--- config.mk ---
export PLATFORM = sky130hd
export DESIGN_NAME = bresenham_line_rasterizer_top_flat
export DESIGN_NICKNAME = d
export VERILOG_FILES = /design/src/design/blr_pkg.sv /design/src/design/blr_req_if.sv /design/src/design/blr_rsp_if.sv /design/src/design/blr_front.sv /design/src/design/blr_queue.sv /design/src/design/blr_back.sv /design/src/design/bresenham_line_rasterizer_top.sv /design/src/flat_wrapper.sv
export SDC_FILE = /design/constraint.sdc
export NUM_CORES = 2
export LEC_CHECK = 0
export BUFFER_PORTS_ARGS = -buffer_cell sky130_fd_sc_hd__buf_2
export CAP_MARGIN = 20
export CORE_ASPECT_RATIO = 1.25
export CORE_MARGIN = 2
export CORE_UTILIZATION = 56
export CTS_CLUSTER_SIZE = 14
export DETAILED_ROUTE_END_ITERATION = 8
export GPL_ROUTABILITY_DRIVEN = 0
export GPL_TIMING_DRIVEN = 0
export PLACE_DENSITY_LB_ADDON = 0.1
export SLEW_MARGIN = 40
export SYNTH_ARGS = -nofsm -noshare
export SYNTH_HDL_FRONTEND = slang
export SYNTH_SLANG_ARGS = --single-unit
export TNS_END_PERCENT = 1
--- constraint.sdc ---
create_clock -name clock -period 6.45 [get_ports clock]
set_clock_uncertainty 0.05 [all_clocks]
set_input_delay 1.29 -clock clock [delete_from_list [all_inputs] [get_ports clock]]
set_output_delay 1.29 -clock clock [all_outputs]
set_load 0.1 [all_outputs]
--- src/design/blr_pkg.sv ---
// ---------------------------------------------------------------------------
// blr_pkg: shared types and constants of the line rasterizer
// Coordinate, delta and error widths, command and register codes, and the
// queue entry that travels from the command front end to the line walker.
// ---------------------------------------------------------------------------
package blr_pkg;

   localparam int COORD_BITS      = 16;
   localparam int DELTA_BITS      = COORD_BITS + 1;
   localparam int ERR_BITS        = COORD_BITS + 2;
   localparam int BYTES_PER_PIXEL = 3;
   localparam int WIDTH_BITS      = 11;
   localparam int HEIGHT_BITS     = 10;
   localparam int OFFSET_BITS     = 23;
   localparam int COLOR_BITS      = 8;
   localparam int PROD_BITS       = WIDTH_BITS + HEIGHT_BITS;
   localparam int CMP_BITS        = (COORD_BITS > WIDTH_BITS) ? COORD_BITS : WIDTH_BITS;
   localparam int Q_DEPTH         = 4;
   localparam int Q_PTR_BITS      = $clog2(Q_DEPTH);
   localparam int CSR_ADDR_BITS   = 3;
   localparam int CSR_DATA_BITS   = 32;

   localparam logic [WIDTH_BITS-1:0]  WIDTH_RESET  = WIDTH_BITS'(640);
   localparam logic [HEIGHT_BITS-1:0] HEIGHT_RESET = HEIGHT_BITS'(480);

   typedef enum logic {
      CMD_LOAD = 1'b0,
      CMD_STEP = 1'b1
   } cmd_type;

   // register select, taken from address bit 2
   typedef enum logic {
      REG_WIDTH  = 1'b0,
      REG_HEIGHT = 1'b1
   } reg_sel_type;

   typedef logic signed [COORD_BITS-1:0] coord_type;
   typedef logic [DELTA_BITS-1:0]        delta_type;
   typedef logic signed [ERR_BITS-1:0]   err_type;
   typedef logic [COLOR_BITS-1:0]        chan_type;

   typedef struct packed {
      chan_type red;
      chan_type green;
      chan_type blue;
   } color_type;

   typedef struct packed {
      cmd_type   cmd;
      coord_type start_x;
      coord_type start_y;
      coord_type end_x;
      coord_type end_y;
      delta_type delta_x;
      delta_type delta_y;
      logic      x_neg;
      logic      y_neg;
      err_type   err;
      color_type color;
   } line_cmd_type;

   typedef struct packed {
      logic         valid;
      line_cmd_type entry;
   } queue_head_type;

endpackage

--- src/design/blr_req_if.sv ---
// ---------------------------------------------------------------------------
// blr_req_if: request channel of the line rasterizer
// Valid/ready handshake with load and step command payload.
// ---------------------------------------------------------------------------
interface blr_req_if;
   logic                valid;
   logic                ready;
   logic                command;
   blr_pkg::coord_type  start_x;
   blr_pkg::coord_type  start_y;
   blr_pkg::coord_type  end_x;
   blr_pkg::coord_type  end_y;
   blr_pkg::chan_type   red_in;
   blr_pkg::chan_type   green_in;
   blr_pkg::chan_type   blue_in;

   modport source (
      output valid, command, start_x, start_y, end_x, end_y, red_in, green_in, blue_in,
      input  ready
   );
   modport sink (
      input  valid, command, start_x, start_y, end_x, end_y, red_in, green_in, blue_in,
      output ready
   );
endinterface

--- src/design/blr_rsp_if.sv ---
// ---------------------------------------------------------------------------
// blr_rsp_if: pixel channel of the line rasterizer
// Valid/ready handshake carrying one rasterized pixel per transfer.
// ---------------------------------------------------------------------------
interface blr_rsp_if;
   logic                               valid;
   logic                               ready;
   blr_pkg::coord_type                 pixel_x;
   blr_pkg::coord_type                 pixel_y;
   logic                               visible;
   logic [blr_pkg::OFFSET_BITS-1:0]    byte_offset;
   blr_pkg::chan_type                  red_out;
   blr_pkg::chan_type                  green_out;
   blr_pkg::chan_type                  blue_out;
   logic                               last;

   modport source (
      output valid, pixel_x, pixel_y, visible, byte_offset, red_out, green_out, blue_out, last,
      input  ready
   );
   modport sink (
      input  valid, pixel_x, pixel_y, visible, byte_offset, red_out, green_out, blue_out, last,
      output ready
   );
endinterface

--- src/design/blr_front.sv ---
// ---------------------------------------------------------------------------
// blr_front: command front end
// Accepts requests, classifies load and step, and precomputes the Bresenham
// setup (deltas, directions, initial error) for loads before queueing them.
// ---------------------------------------------------------------------------
module blr_front (
   blr_req_if.sink                    req,
   input  logic                       q_full,
   output logic                       push_valid,
   output blr_pkg::line_cmd_type      push_entry
);

   logic signed [blr_pkg::DELTA_BITS-1:0] diff_x;
   logic signed [blr_pkg::DELTA_BITS-1:0] diff_y;
   blr_pkg::delta_type                    abs_x;
   blr_pkg::delta_type                    abs_y;

   assign req.ready  = !q_full;
   assign push_valid = req.valid && !q_full;

   always_comb begin
      diff_x = {req.end_x[blr_pkg::COORD_BITS-1], req.end_x}
             - {req.start_x[blr_pkg::COORD_BITS-1], req.start_x};
      diff_y = {req.end_y[blr_pkg::COORD_BITS-1], req.end_y}
             - {req.start_y[blr_pkg::COORD_BITS-1], req.start_y};
      abs_x  = diff_x[blr_pkg::DELTA_BITS-1] ? blr_pkg::delta_type'(-diff_x)
                                             : blr_pkg::delta_type'(diff_x);
      abs_y  = diff_y[blr_pkg::DELTA_BITS-1] ? blr_pkg::delta_type'(-diff_y)
                                             : blr_pkg::delta_type'(diff_y);

      push_entry.cmd         = (req.command == 1'b1) ? blr_pkg::CMD_STEP : blr_pkg::CMD_LOAD;
      push_entry.start_x     = req.start_x;
      push_entry.start_y     = req.start_y;
      push_entry.end_x       = req.end_x;
      push_entry.end_y       = req.end_y;
      push_entry.delta_x     = abs_x;
      push_entry.delta_y     = abs_y;
      // walk toward smaller coordinates unless the end lies strictly above
      push_entry.x_neg       = diff_x[blr_pkg::DELTA_BITS-1] || (diff_x == '0);
      push_entry.y_neg       = diff_y[blr_pkg::DELTA_BITS-1] || (diff_y == '0);
      push_entry.err         = $signed({1'b0, abs_x}) - $signed({1'b0, abs_y});
      push_entry.color.red   = req.red_in;
      push_entry.color.green = req.green_in;
      push_entry.color.blue  = req.blue_in;
   end

endmodule

--- src/design/blr_queue.sv ---
// ---------------------------------------------------------------------------
// blr_queue: command queue
// Small register FIFO between the front end and the line walker.
// ---------------------------------------------------------------------------
module blr_queue (
   input  logic                       clock,
   input  logic                       reset,
   input  logic                       push_valid,
   input  blr_pkg::line_cmd_type      push_entry,
   output logic                       full,
   input  logic                       pop,
   output blr_pkg::queue_head_type    head
);

   blr_pkg::line_cmd_type               entries_ff [blr_pkg::Q_DEPTH];
   logic [blr_pkg::Q_PTR_BITS-1:0]      wr_ptr_ff;
   logic [blr_pkg::Q_PTR_BITS-1:0]      wr_ptr_in;
   logic [blr_pkg::Q_PTR_BITS-1:0]      rd_ptr_ff;
   logic [blr_pkg::Q_PTR_BITS-1:0]      rd_ptr_in;
   logic [blr_pkg::Q_PTR_BITS:0]        count_ff;
   logic [blr_pkg::Q_PTR_BITS:0]        count_in;
   logic                                do_pop;

   assign full       = (count_ff == (blr_pkg::Q_PTR_BITS+1)'(blr_pkg::Q_DEPTH));
   assign head.valid = (count_ff != '0);
   assign head.entry = entries_ff[rd_ptr_ff];
   assign do_pop     = pop && head.valid;

   always_comb begin
      wr_ptr_in = push_valid ? wr_ptr_ff + 1'b1 : wr_ptr_ff;
      rd_ptr_in = do_pop ? rd_ptr_ff + 1'b1 : rd_ptr_ff;
      count_in  = count_ff;
      if (push_valid && !do_pop) begin
         count_in = count_ff + 1'b1;
      end else if (do_pop && !push_valid) begin
         count_in = count_ff - 1'b1;
      end
   end

   always_ff @(posedge clock) begin
      if (reset) begin
         wr_ptr_ff <= '0;
         rd_ptr_ff <= '0;
         count_ff  <= '0;
      end else begin
         wr_ptr_ff <= wr_ptr_in;
         rd_ptr_ff <= rd_ptr_in;
         count_ff  <= count_in;
      end
   end

   always_ff @(posedge clock) begin
      if (push_valid) begin
         entries_ff[wr_ptr_ff] <= push_entry;
      end
   end

endmodule

--- src/design/blr_back.sv ---
// ---------------------------------------------------------------------------
// blr_back: line walker and pixel addressing
// Holds the Bresenham state, steps one pixel per queued step command, and
// forms visibility and the framebuffer byte offset over two register stages.
// ---------------------------------------------------------------------------
module blr_back (
   input  logic                               clock,
   input  logic                               reset,
   input  logic [blr_pkg::WIDTH_BITS-1:0]     screen_width,
   input  logic [blr_pkg::HEIGHT_BITS-1:0]    screen_height,
   input  blr_pkg::queue_head_type            head,
   output logic                               pop,
   blr_rsp_if.source                          rsp
);

   // walker state
   logic                   active_ff,  active_in;
   blr_pkg::coord_type     cur_x_ff,   cur_x_in;
   blr_pkg::coord_type     cur_y_ff,   cur_y_in;
   blr_pkg::coord_type     tgt_x_ff,   tgt_x_in;
   blr_pkg::coord_type     tgt_y_ff,   tgt_y_in;
   blr_pkg::delta_type     dx_ff,      dx_in;
   blr_pkg::delta_type     dy_ff,      dy_in;
   logic                   x_neg_ff,   x_neg_in;
   logic                   y_neg_ff,   y_neg_in;
   blr_pkg::err_type       err_ff,     err_in;
   blr_pkg::color_type     color_ff,   color_in;

   // first pixel stage
   logic                                  s1_valid_ff;
   blr_pkg::coord_type                    s1_x_ff;
   blr_pkg::coord_type                    s1_y_ff;
   logic                                  s1_visible_ff;
   logic                                  s1_last_ff;
   logic [blr_pkg::PROD_BITS-1:0]         s1_prod_ff;
   logic [blr_pkg::WIDTH_BITS-1:0]        s1_col_ff;
   blr_pkg::color_type                    s1_color_ff;

   // output stage
   logic                                  out_valid_ff;
   blr_pkg::coord_type                    out_x_ff;
   blr_pkg::coord_type                    out_y_ff;
   logic                                  out_visible_ff;
   logic [blr_pkg::OFFSET_BITS-1:0]       out_offset_ff;
   blr_pkg::color_type                    out_color_ff;
   logic                                  out_last_ff;

   logic                                  s2_free;
   logic                                  s1_free;
   logic                                  is_load;
   logic                                  emit;
   logic                                  is_last;
   logic                                  visible;
   logic [blr_pkg::HEIGHT_BITS-1:0]       row;
   logic [blr_pkg::PROD_BITS-1:0]         row_ext;
   logic [blr_pkg::PROD_BITS-1:0]         width_ext;
   logic [blr_pkg::PROD_BITS-1:0]         prod;
   logic [blr_pkg::OFFSET_BITS-1:0]       pix_index;
   logic signed [blr_pkg::ERR_BITS:0]     e2;
   logic signed [blr_pkg::ERR_BITS:0]     dx_ext;
   logic signed [blr_pkg::ERR_BITS:0]     dy_ext;
   logic signed [blr_pkg::ERR_BITS:0]     err_sum;
   logic                                  move_x;
   logic                                  move_y;

   assign s2_free = !out_valid_ff || rsp.ready;
   assign s1_free = !s1_valid_ff || s2_free;
   assign is_load = (head.entry.cmd == blr_pkg::CMD_LOAD);
   // loads and idle steps never wait on the pixel pipe
   assign pop     = head.valid && (is_load || !active_ff || s1_free);
   assign emit    = pop && !is_load && active_ff;

   always_comb begin
      is_last = (cur_x_ff == tgt_x_ff) && (cur_y_ff == tgt_y_ff);
      visible = !cur_x_ff[blr_pkg::COORD_BITS-1] && !cur_y_ff[blr_pkg::COORD_BITS-1]
             && (blr_pkg::CMP_BITS'($unsigned(cur_x_ff)) < blr_pkg::CMP_BITS'(screen_width))
             && (blr_pkg::CMP_BITS'($unsigned(cur_y_ff)) < blr_pkg::CMP_BITS'(screen_height));
      row       = blr_pkg::HEIGHT_BITS'(blr_pkg::CMP_BITS'($unsigned(cur_y_ff)));
      row_ext   = blr_pkg::PROD_BITS'(row);
      width_ext = blr_pkg::PROD_BITS'(screen_width);
      prod      = row_ext * width_ext;

      e2      = {err_ff, 1'b0};
      dx_ext  = $signed({2'b00, dx_ff});
      dy_ext  = $signed({2'b00, dy_ff});
      move_x  = (e2 > -dy_ext);
      move_y  = (e2 < dx_ext);
      err_sum = {err_ff[blr_pkg::ERR_BITS-1], err_ff};
      if (move_x) begin
         err_sum = err_sum - dy_ext;
      end
      if (move_y) begin
         err_sum = err_sum + dx_ext;
      end

      active_in = active_ff;
      cur_x_in  = cur_x_ff;
      cur_y_in  = cur_y_ff;
      tgt_x_in  = tgt_x_ff;
      tgt_y_in  = tgt_y_ff;
      dx_in     = dx_ff;
      dy_in     = dy_ff;
      x_neg_in  = x_neg_ff;
      y_neg_in  = y_neg_ff;
      err_in    = err_ff;
      color_in  = color_ff;

      if (pop && is_load) begin
         active_in = 1'b1;
         cur_x_in  = head.entry.start_x;
         cur_y_in  = head.entry.start_y;
         tgt_x_in  = head.entry.end_x;
         tgt_y_in  = head.entry.end_y;
         dx_in     = head.entry.delta_x;
         dy_in     = head.entry.delta_y;
         x_neg_in  = head.entry.x_neg;
         y_neg_in  = head.entry.y_neg;
         err_in    = head.entry.err;
         color_in  = head.entry.color;
      end else if (emit) begin
         if (is_last) begin
            active_in = 1'b0;
         end else begin
            err_in = err_sum[blr_pkg::ERR_BITS-1:0];
            if (move_x) begin
               cur_x_in = x_neg_ff ? cur_x_ff - blr_pkg::COORD_BITS'(1)
                                   : cur_x_ff + blr_pkg::COORD_BITS'(1);
            end
            if (move_y) begin
               cur_y_in = y_neg_ff ? cur_y_ff - blr_pkg::COORD_BITS'(1)
                                   : cur_y_ff + blr_pkg::COORD_BITS'(1);
            end
         end
      end

      pix_index = blr_pkg::OFFSET_BITS'(s1_prod_ff) + blr_pkg::OFFSET_BITS'(s1_col_ff);
   end

   always_ff @(posedge clock) begin
      if (reset) begin
         active_ff <= 1'b0;
         cur_x_ff  <= '0;
         cur_y_ff  <= '0;
         tgt_x_ff  <= '0;
         tgt_y_ff  <= '0;
         dx_ff     <= '0;
         dy_ff     <= '0;
         x_neg_ff  <= 1'b0;
         y_neg_ff  <= 1'b0;
         err_ff    <= '0;
         color_ff  <= '0;
      end else begin
         active_ff <= active_in;
         cur_x_ff  <= cur_x_in;
         cur_y_ff  <= cur_y_in;
         tgt_x_ff  <= tgt_x_in;
         tgt_y_ff  <= tgt_y_in;
         dx_ff     <= dx_in;
         dy_ff     <= dy_in;
         x_neg_ff  <= x_neg_in;
         y_neg_ff  <= y_neg_in;
         err_ff    <= err_in;
         color_ff  <= color_in;
      end
   end

   always_ff @(posedge clock) begin
      if (reset) begin
         s1_valid_ff  <= 1'b0;
         out_valid_ff <= 1'b0;
      end else begin
         if (s1_free) begin
            s1_valid_ff <= emit;
         end
         if (s2_free) begin
            out_valid_ff <= s1_valid_ff;
         end
      end
   end

   always_ff @(posedge clock) begin
      if (emit) begin
         s1_x_ff       <= cur_x_ff;
         s1_y_ff       <= cur_y_ff;
         s1_visible_ff <= visible;
         s1_last_ff    <= is_last;
         s1_prod_ff    <= visible ? prod : '0;
         s1_col_ff     <= visible ? blr_pkg::WIDTH_BITS'(blr_pkg::CMP_BITS'($unsigned(cur_x_ff)))
                                  : '0;
         s1_color_ff   <= color_ff;
      end
      if (s2_free && s1_valid_ff) begin
         out_x_ff       <= s1_x_ff;
         out_y_ff       <= s1_y_ff;
         out_visible_ff <= s1_visible_ff;
         out_offset_ff  <= blr_pkg::OFFSET_BITS'(pix_index * blr_pkg::BYTES_PER_PIXEL);
         out_color_ff   <= s1_color_ff;
         out_last_ff    <= s1_last_ff;
      end
   end

   assign rsp.valid       = out_valid_ff;
   assign rsp.pixel_x     = out_x_ff;
   assign rsp.pixel_y     = out_y_ff;
   assign rsp.visible     = out_visible_ff;
   assign rsp.byte_offset = out_offset_ff;
   assign rsp.red_out     = out_color_ff.red;
   assign rsp.green_out   = out_color_ff.green;
   assign rsp.blue_out    = out_color_ff.blue;
   assign rsp.last        = out_last_ff;

endmodule

--- src/design/bresenham_line_rasterizer_top.sv ---
// ---------------------------------------------------------------------------
// bresenham_line_rasterizer_top: Bresenham line rasterizer
// Walks a loaded line one pixel per step request, flags pixels inside the
// screen and gives their byte offset in a 3-byte-per-pixel framebuffer.
//
//   channel    direction  handshake              payload
//   req_chan   in         valid/ready            command, endpoints, color
//   rsp_chan   out        valid/ready            pixel, visible, offset, color, last
//   APB port   in         psel/penable, pready   screen_width, screen_height
//
// One request per cycle is taken while the queue is not full; a step with a line
// active yields one pixel through the queue, the first pixel stage and the offset stage.
// The walker's combinational error update sets the rate of one pixel per cycle while rsp_chan does not stall.
// Synchronous reset clears the queue, the walker and the pipe, and sets the
// screen to 640 x 480. A stalled rsp_chan fills the pipe and then the
// four-entry queue before req_chan.ready drops.
// ---------------------------------------------------------------------------
module bresenham_line_rasterizer_top (
   input  logic                                  clock,
   input  logic                                  reset,
   blr_req_if.sink                               req_chan,
   blr_rsp_if.source                             rsp_chan,
   input  logic                                  psel,
   input  logic                                  penable,
   input  logic                                  pwrite,
   input  logic [blr_pkg::CSR_ADDR_BITS-1:0]     paddr,
   input  logic [blr_pkg::CSR_DATA_BITS-1:0]     pwdata,
   output logic [blr_pkg::CSR_DATA_BITS-1:0]     prdata,
   output logic                                  pready
);

   logic [blr_pkg::WIDTH_BITS-1:0]   width_ff;
   logic [blr_pkg::HEIGHT_BITS-1:0]  height_ff;
   blr_pkg::reg_sel_type             reg_sel;
   logic                             csr_write;
   logic                             q_full;
   logic                             push_valid;
   blr_pkg::line_cmd_type            push_entry;
   logic                             pop;
   blr_pkg::queue_head_type          head;

   assign pready    = 1'b1;
   assign reg_sel   = blr_pkg::reg_sel_type'(paddr[2]);
   assign csr_write = psel && penable && pwrite && pready;

   always_ff @(posedge clock) begin
      if (reset) begin
         width_ff  <= blr_pkg::WIDTH_RESET;
         height_ff <= blr_pkg::HEIGHT_RESET;
      end else if (csr_write) begin
         case (reg_sel)
            blr_pkg::REG_WIDTH:  width_ff  <= pwdata[blr_pkg::WIDTH_BITS-1:0];
            blr_pkg::REG_HEIGHT: height_ff <= pwdata[blr_pkg::HEIGHT_BITS-1:0];
            default: ;
         endcase
      end
   end

   always_comb begin
      case (reg_sel)
         blr_pkg::REG_WIDTH:  prdata = blr_pkg::CSR_DATA_BITS'(width_ff);
         blr_pkg::REG_HEIGHT: prdata = blr_pkg::CSR_DATA_BITS'(height_ff);
         default:             prdata = '0;
      endcase
   end

   blr_front u_front (
      .req        (req_chan),
      .q_full     (q_full),
      .push_valid (push_valid),
      .push_entry (push_entry)
   );

   blr_queue u_queue (
      .clock      (clock),
      .reset      (reset),
      .push_valid (push_valid),
      .push_entry (push_entry),
      .full       (q_full),
      .pop        (pop),
      .head       (head)
   );

   blr_back u_back (
      .clock         (clock),
      .reset         (reset),
      .screen_width  (width_ff),
      .screen_height (height_ff),
      .head          (head),
      .pop           (pop),
      .rsp           (rsp_chan)
   );

endmodule

--- src/flat_wrapper.sv ---
// flat-port wrapper written by rule: the top's interface ports become plain ports
module bresenham_line_rasterizer_top_flat 
  (clock, reset, psel, penable, pwrite, paddr, pwdata, prdata, pready, req_chan_valid, req_chan_command, req_chan_start_x, req_chan_start_y, req_chan_end_x, req_chan_end_y, req_chan_red_in, req_chan_green_in, req_chan_blue_in, req_chan_ready, rsp_chan_valid, rsp_chan_pixel_x, rsp_chan_pixel_y, rsp_chan_visible, rsp_chan_byte_offset, rsp_chan_red_out, rsp_chan_green_out, rsp_chan_blue_out, rsp_chan_last, rsp_chan_ready);
  blr_req_if req_chan_i ();
  blr_rsp_if rsp_chan_i ();
  input  logic clock;
  input  logic reset;
  input  logic psel;
  input  logic penable;
  input  logic pwrite;
  input  logic [blr_pkg::CSR_ADDR_BITS-1:0] paddr;
  input  logic [blr_pkg::CSR_DATA_BITS-1:0] pwdata;
  output logic [blr_pkg::CSR_DATA_BITS-1:0] prdata;
  output logic pready;
  input wire logic [$bits(req_chan_i.valid)-1:0] req_chan_valid;
  input wire logic [$bits(req_chan_i.command)-1:0] req_chan_command;
  input wire logic [$bits(req_chan_i.start_x)-1:0] req_chan_start_x;
  input wire logic [$bits(req_chan_i.start_y)-1:0] req_chan_start_y;
  input wire logic [$bits(req_chan_i.end_x)-1:0] req_chan_end_x;
  input wire logic [$bits(req_chan_i.end_y)-1:0] req_chan_end_y;
  input wire logic [$bits(req_chan_i.red_in)-1:0] req_chan_red_in;
  input wire logic [$bits(req_chan_i.green_in)-1:0] req_chan_green_in;
  input wire logic [$bits(req_chan_i.blue_in)-1:0] req_chan_blue_in;
  output wire logic [$bits(req_chan_i.ready)-1:0] req_chan_ready;
  output wire logic [$bits(rsp_chan_i.valid)-1:0] rsp_chan_valid;
  output wire logic [$bits(rsp_chan_i.pixel_x)-1:0] rsp_chan_pixel_x;
  output wire logic [$bits(rsp_chan_i.pixel_y)-1:0] rsp_chan_pixel_y;
  output wire logic [$bits(rsp_chan_i.visible)-1:0] rsp_chan_visible;
  output wire logic [$bits(rsp_chan_i.byte_offset)-1:0] rsp_chan_byte_offset;
  output wire logic [$bits(rsp_chan_i.red_out)-1:0] rsp_chan_red_out;
  output wire logic [$bits(rsp_chan_i.green_out)-1:0] rsp_chan_green_out;
  output wire logic [$bits(rsp_chan_i.blue_out)-1:0] rsp_chan_blue_out;
  output wire logic [$bits(rsp_chan_i.last)-1:0] rsp_chan_last;
  input wire logic [$bits(rsp_chan_i.ready)-1:0] rsp_chan_ready;
  assign req_chan_i.valid = req_chan_valid;
  assign req_chan_i.command = req_chan_command;
  assign req_chan_i.start_x = req_chan_start_x;
  assign req_chan_i.start_y = req_chan_start_y;
  assign req_chan_i.end_x = req_chan_end_x;
  assign req_chan_i.end_y = req_chan_end_y;
  assign req_chan_i.red_in = req_chan_red_in;
  assign req_chan_i.green_in = req_chan_green_in;
  assign req_chan_i.blue_in = req_chan_blue_in;
  assign req_chan_ready = req_chan_i.ready;
  assign rsp_chan_valid = rsp_chan_i.valid;
  assign rsp_chan_pixel_x = rsp_chan_i.pixel_x;
  assign rsp_chan_pixel_y = rsp_chan_i.pixel_y;
  assign rsp_chan_visible = rsp_chan_i.visible;
  assign rsp_chan_byte_offset = rsp_chan_i.byte_offset;
  assign rsp_chan_red_out = rsp_chan_i.red_out;
  assign rsp_chan_green_out = rsp_chan_i.green_out;
  assign rsp_chan_blue_out = rsp_chan_i.blue_out;
  assign rsp_chan_last = rsp_chan_i.last;
  assign rsp_chan_i.ready = rsp_chan_ready;
  bresenham_line_rasterizer_top u_core (.clock(clock), .reset(reset), .req_chan(req_chan_i), .rsp_chan(rsp_chan_i), .psel(psel), .penable(penable), .pwrite(pwrite), .paddr(paddr), .pwdata(pwdata), .prdata(prdata), .pready(pready));
endmodule
# [Yosys cells after proc, flatten, opt, wreduce, memory -nomap -nowiden]
# Memories as Yosys holds them, arrays and structs flattened. A register that Yosys moved wholly into a read port is not among the register bits.
# Cells that the tools add are included.
[op_classes] bitwise_logic=2 mul=2 n_eq_ne=4 n_reduce_logical=43 n_addsub=17 n_lt_le_gt_ge=4 mux=28
[ops] cell="$mux 16" n=10
[ops] cell="$mux 18" n=5
[ops] cell="$pmux 32 s2" n=1
[ops] cell="$logic_not 17->1" n=2
[ops] cell="$mux 17" n=2
[ops] cell="$neg 17->17" n=2
[ops] cell="$sub 16x16->17" n=2
[ops] cell="$add 16x2->16 const B" n=2
[ops] cell="$eq 16x16->1" n=2
[ops] cell="$sub 16x2->16 const B" n=2
[ops] cell="$mul 22x2->23 const B" n=1
[ops] cell="$add 21x11->22" n=1
[ops] cell="$mul 10x11->21" n=1
[ops] cell="$gt 19x19->1" n=1
[ops] cell="$lt 19x18->1" n=1
[ops] cell="$neg 17->19" n=1
[ops] cell="$add 18x18->18" n=1
[ops] cell="$sub 17x17->18" n=1
[ops] cell="$sub 18x18->18" n=1
[ops] cell="$lt 16x10->1" n=1
[ops] cell="$lt 16x11->1" n=1
[ops] cell="$logic_and 1x1->1" n=15
[ops] cell="$reduce_bool 2->1" n=5
[ops] cell="$logic_not 1->1" n=8
[ops] cell="13 further kinds" n=31
[word_totals] inputBits=131 n_memories=1 regBits=344 ram_bits=572
[mem_list] name="u_core.u_queue.entries_ff" depth=4 width=143 read_ports=1 rd_ports_with_merged_regs=1 write_ports=1 line="blr_queue.sv:15" text="blr_pkg::line_cmd_type entries_ff [blr_pkg::Q_DEPTH];"

# [Longest topological paths before layout]
[depth] ltp_word=9 ltp_mapped=26 depth_no_buf=26

# [Modules after synthesis]
# From an unflattened synthesis, not the netlist that was laid out.
[unflattened] hier_cells=3656 area_unflattened_um2=46859.9
[by_module_without_submodules] mod="blr_queue" seq_area_each_um2=17356.6 area_each_um2=21043.9 n_inst=1 cells_each=791
[by_module_without_submodules] mod="blr_back" seq_area_each_um2=8037.7 area_each_um2=20591.0 n_inst=1 cells_each=2180
[by_module_without_submodules] mod="blr_front" seq_area_each_um2=0.0 area_each_um2=4033.9 n_inst=1 cells_each=562
[by_module_without_submodules] mod="bresenham_line_rasterizer_top" seq_area_each_um2=420.4 area_each_um2=1191.1 n_inst=1 cells_each=123

# [Worst setup path after synthesis]
# No wires, ideal clock.
[synth_timing] kind="in2reg" startpoint="input req_chan_end_x[0]" endpoint="memory u_core.u_queue.entries_ff[0][41] (netlist bit) (data pin)" stages=23 required_ps=6221 path_slack_ps=344 t_arrival_ps=5877 setup_time_ps=179 path_cell_list="inv_1 > ha_1 > inv_1 > fa_1 > a211oi_1 > o21ai_0 > nor2b_1 > o41ai_1 > o21ai_0 > nor4_1 > a21oi_1 > clkbuf_1 > nor2_1 > xor2_1 > ha_1 > a21o_1 > a21o_1 > or3_1 > o21ai_0 > a21oi_1 > a311o_1 > a21o_1 > a21oi_1"
[synth_lines] element="from (decl)" line="flat_wrapper.sv:19" text="input wire logic [$bits(req_chan_i.end_x)-1:0] req_chan_end_x;"
[synth_lines] element="to (decl)" line="blr_queue.sv:15"

# [Worst setup path after layout]
[layout_timing] startpoint="register u_core.u_back.cur_y_ff[7]" endpoint="register u_core.u_back.s1_prod_ff[19] (netlist bit) (data pin)"
[layout_via] elab_chain_cells=2 word_cells_on_any_way=3 classes_between="mul: 1; order compare: 1; reduce/logical: 1"
[layout_lines] element="from (decl)" line="blr_back.sv:19" text="blr_pkg::coord_type cur_y_ff, cur_y_in;"
[layout_lines] element="from (signal assigned)" line="blr_back.sv:155" text="cur_y_ff <= cur_y_in;"
[layout_lines] element="parallel branches: the longest is 2 deep, another holds $mul 10x11->21"
[layout_lines] element="to (signal assigned)" line="blr_back.sv:187" text="s1_prod_ff <= visible ? prod : '0;"
[layout_lines] element="to (decl)" line="blr_back.sv:35" text="logic [blr_pkg::PROD_BITS-1:0] s1_prod_ff;"
# Several ways; the timed one is not identified.
# A chain may end at the register's enable or synchronous reset.

==> results_dict.tcl <==
set metrics [dict create \
    outcome "completed" \
    start_kind "flip-flop" \
    dieArea_um2 84200 \
    placementRows 117 \
    final_hold_viol_count 0 \
    crit_chain "clkbuf_1, nand2_1, fa_1, inv_1, fa_1, fa_1, fa_1, fa_1, ha_1, or3_1, a31o_2, a31oi_2, o21bai_1, a2111oi_4, o31ai_1, xnor2_1, nor2_1" \
    viasPerCell 5.85 \
    hpwlAfterDp_um 87100 \
    pin_count 247 \
    initial_core_util 0.564 \
    synth_cell_types 80 \
    synth_area_per_cell_um2 12.9 \
    vias 29500 \
    drc 0 \
    p_leak_nw 19.5 \
    antenna_found_initial 5 \
    cts_tree "yes" \
    cts_hold_buf 0 \
    place_area_um2 48900 \
    crit_family "adder cells" \
    tightest_slew_ns 0.873 \
    async_flop_share 0 \
    cts_sinks 918 \
    min_period_over_period 0.960 \
    seq_area_frac_synth 0.563 \
    worstHoldStart "u_core.u_back.s1_x_ff[5]" \
    die_w_um 260 \
    r2r_end "u_core.u_back.s1_prod_ff[19]" \
    maxCapViolCount 0 \
    cts_root_buf "clkbuf_16" \
    grt_pass1_wl_um 175000 \
    track_usage 0.279 \
    numCtsBuffers 88 \
    cp.depth 17 \
    grt_pass1_vias 29300 \
    yosys.area.top_type "edfxtp_1" \
    regArea_um2 25800 \
    cp-end-kind "flip-flop" \
    die_y_um 324 \
    synth_edf_count 743 \
    yosys_warnings 0 \
    design_area_um2 52100 \
    areaGrowthSynthToFinish_pct 13.7 \
    synth.most_common_cell "edfxtp_1" \
    total_power_mw 26.2 \
    drtIter0Drc 2254 \
    h-tree-depth 3 \
    holdPathStages 0 \
    synth_seq_cells 918 \
    fin_nets 4375 \
    dr.pass1.iters 6 \
    dr_wl_met3_um 6290 \
    dr.max_layer_used "met5" \
    hp-class "flip-flop to flip-flop" \
    rrSetupSlack_ns 0.26 \
    clock_path_buffers 3 \
    drt-wirelength-per-cell_um 22.9 \
    maxSlewViolCount 0 \
    cp.required_ns 6.78 \
    power_density_nw_per_um2 503 \
    reg2reg_from "u_core.u_back.cur_y_ff[7]" \
    fp.coreArea_um2 81200 \
    timing.fmax_mhz 161 \
    r2r_cells 17 \
    worst_ir_drop_vdd_v 0.000374 \
    cp_max_fo 10 \
    period_needed_ns 6.19 \
    clkTransAtPathRegs_ns 0.06 \
    setup_viol 0 \
    grt_start_max_net_pins 36 \
    portBuffers 200 \
    met1_length_um 46000 \
    critPathMaxStageDelay_ns 0.69 \
    synth_commonest_cells "edfxtp_1 (743), nand2_1 (391), ha_1 (260), a21oi_1 (244), inv_1 (222)" \
    grt_overflow 0 \
    crit_buf_inv 2 \
    multi_input_area_um2 18800 \
    clock_latency_ns 0.69 \
    min_to "u_core.u_back.rsp.pixel_x[5]" \
    worstPathArrival_ns 6.53 \
    rsz0062_at_grt "yes" \
    drive_gt1_frac 0.161 \
    ant_nets 0 \
    nFillCells 6148 \
    crit_type "flip-flop to flip-flop" \
    synth_area_leaders "edfxtp_1 (49%), dfxtp_1 (7.6%), ha_1 (7.1%)" \
    slowest_stage "dfxtp_1" \
    netlist_instances 3561 \
    wl_met2_um 59100 \
    hold_ws_ns 0.367 \
    synthFlopType "edfxtp_1" \
    netlist.area_leader.share 0.487 \
    netlist_area_um2 45800 \
    wl_um 116000 \
    relSlewSlack 0.418 \
    crit_path_frequent_cell "fa_1" \
]
-- cells in the final DEF, fill, tap and decap left out, drive strengths merged, types with 10 or more instances in the layout --
master and instances:
a211oi 36, o211ai 19, o21bai 19, a311oi 22
nor2 187, and2 59, fa 80, edfxtp 743
or3 17, and3 26, clkbuf 222, bufinv 10
xor2 70, o21a 29, mux2 14, ha 260
nor2b 22, dfxtp 175, a31oi 22, nor3 51
a21o 50, a22oi 15, conb 22, xnor2 163
inv 230, nand3 33, o21ai 108, a21oi 244
nand2b 28, clkinv 29, nor4 14, nand4 19
o2111ai 10, buf 276, mux4 143, nand2 391
-- area by class of cell --
type	count	share of cell area
Multi-Input combinational cell	2289	0.361
Buffer	148	0.0132
Antenna cell	4	0.000192
Sequential cell	918	0.495
Tap cell	1071	0.0257
Clock buffer	114	0.0461
Clock inverter	48	0.0117
Inverter	223	0.0161
Timing Repair Buffer	236	0.0302
-- state kept, by name, indices dropped and copies added (netlist names), 17 cells and up, named ones only --
register and cells:
u_core.u_back.s1_color_ff 24, u_core.u_back.err_ff 18, u_core.u_queue.entries_ff 572, u_core.u_back.rsp.byte_offset 23, u_core.u_back.color_ff 24, u_core.u_back.s1_prod_ff 21
u_core.u_back.dx_ff 17, u_core.u_back.dy_ff 17
-- per-layer routing --
metal / GRT usage / vias to the layer above
met2: 0.495 / 938
met4: 0.113 / 2
li1: - / 13800
met5: 0 / -
met3: 0.0280 / 202
met1: 0.351 / 14600
-- worst reg2reg max path: cells and delay by family (launching register included) --
family                     cells  cell delay, ns
buffers and inverters          2            0.49
AOI/OAI and AO/OA              5            1.17
adders and majority gates      6            2.78
xor gates and xnor gates       1            0.14
DFF                            1            0.69
and+or+nand+nor                3            0.54
-- what timing repair did --
action / 4_1_cts / 5_1_grt
setup endpoints to repair: 24 / 37
pin swaps: 1 / 3
buffers inserted: 0 / 5
gates resized for setup: 16 / 37
-- report_power, final --
part | leakage [nW] | switching (mW) | internal [mW]
sequential | 8.23 | 0.833 | 7.79
clock | 1.47 | 2.25 | 3.06
combinational | 9.83 | 7.41 | 4.88
-- kinds of logic (layout without fill, tap and decap cells) --
logic type,count (synthesis),after routing,synth area share
adder cells (fa/ha/maj),340,340,0.106
multiplexers,163,163,0.0750
buffers and inverters,374,769,0.0326
flip-flops,918,918,0.563
XOR/XNOR,233,233,0.0445
AND/OR/NAND/NOR,874,874,0.0869
other,2,26,0.000164
AO/OA/AOI/OAI,657,657,0.0917
-- through the flow --
step,utilization,setup slack [ns],TNS (ns),instances
finish,0.642,0.257,0,5051
global route,0.642,-0.0758,-0.102,5049
CTS,0.639,-0.00284,-0.00284,5045
detailed placement,0.602,-0.893,-25.13,4883
global placement,0.594,-1.67,-1062.10,4852
floorplan,-,0.344,0,3581
-- worst max-delay path by stage --
stage	start	slack, ns	end
after global routing	u_core.u_back.cur_y_ff[3]	-0.08	u_core.u_back.s1_prod_ff[19]
final	u_core.u_back.cur_y_ff[7]	0.26	u_core.u_back.s1_prod_ff[19]
after global placement	req_chan_valid	-1.67	u_core.u_queue.entries_ff[3][127]
after CTS	u_core.u_back.dy_ff[2]	-0.003	u_core.u_back.err_ff[16]
after detailed placement	req_chan_start_x[0]	-0.89	u_core.u_queue.entries_ff[2][41]
after floorplan	req_chan_end_x[0]	0.34	u_core.u_queue.entries_ff[0][41]
(Power assumes the default switching activity.)
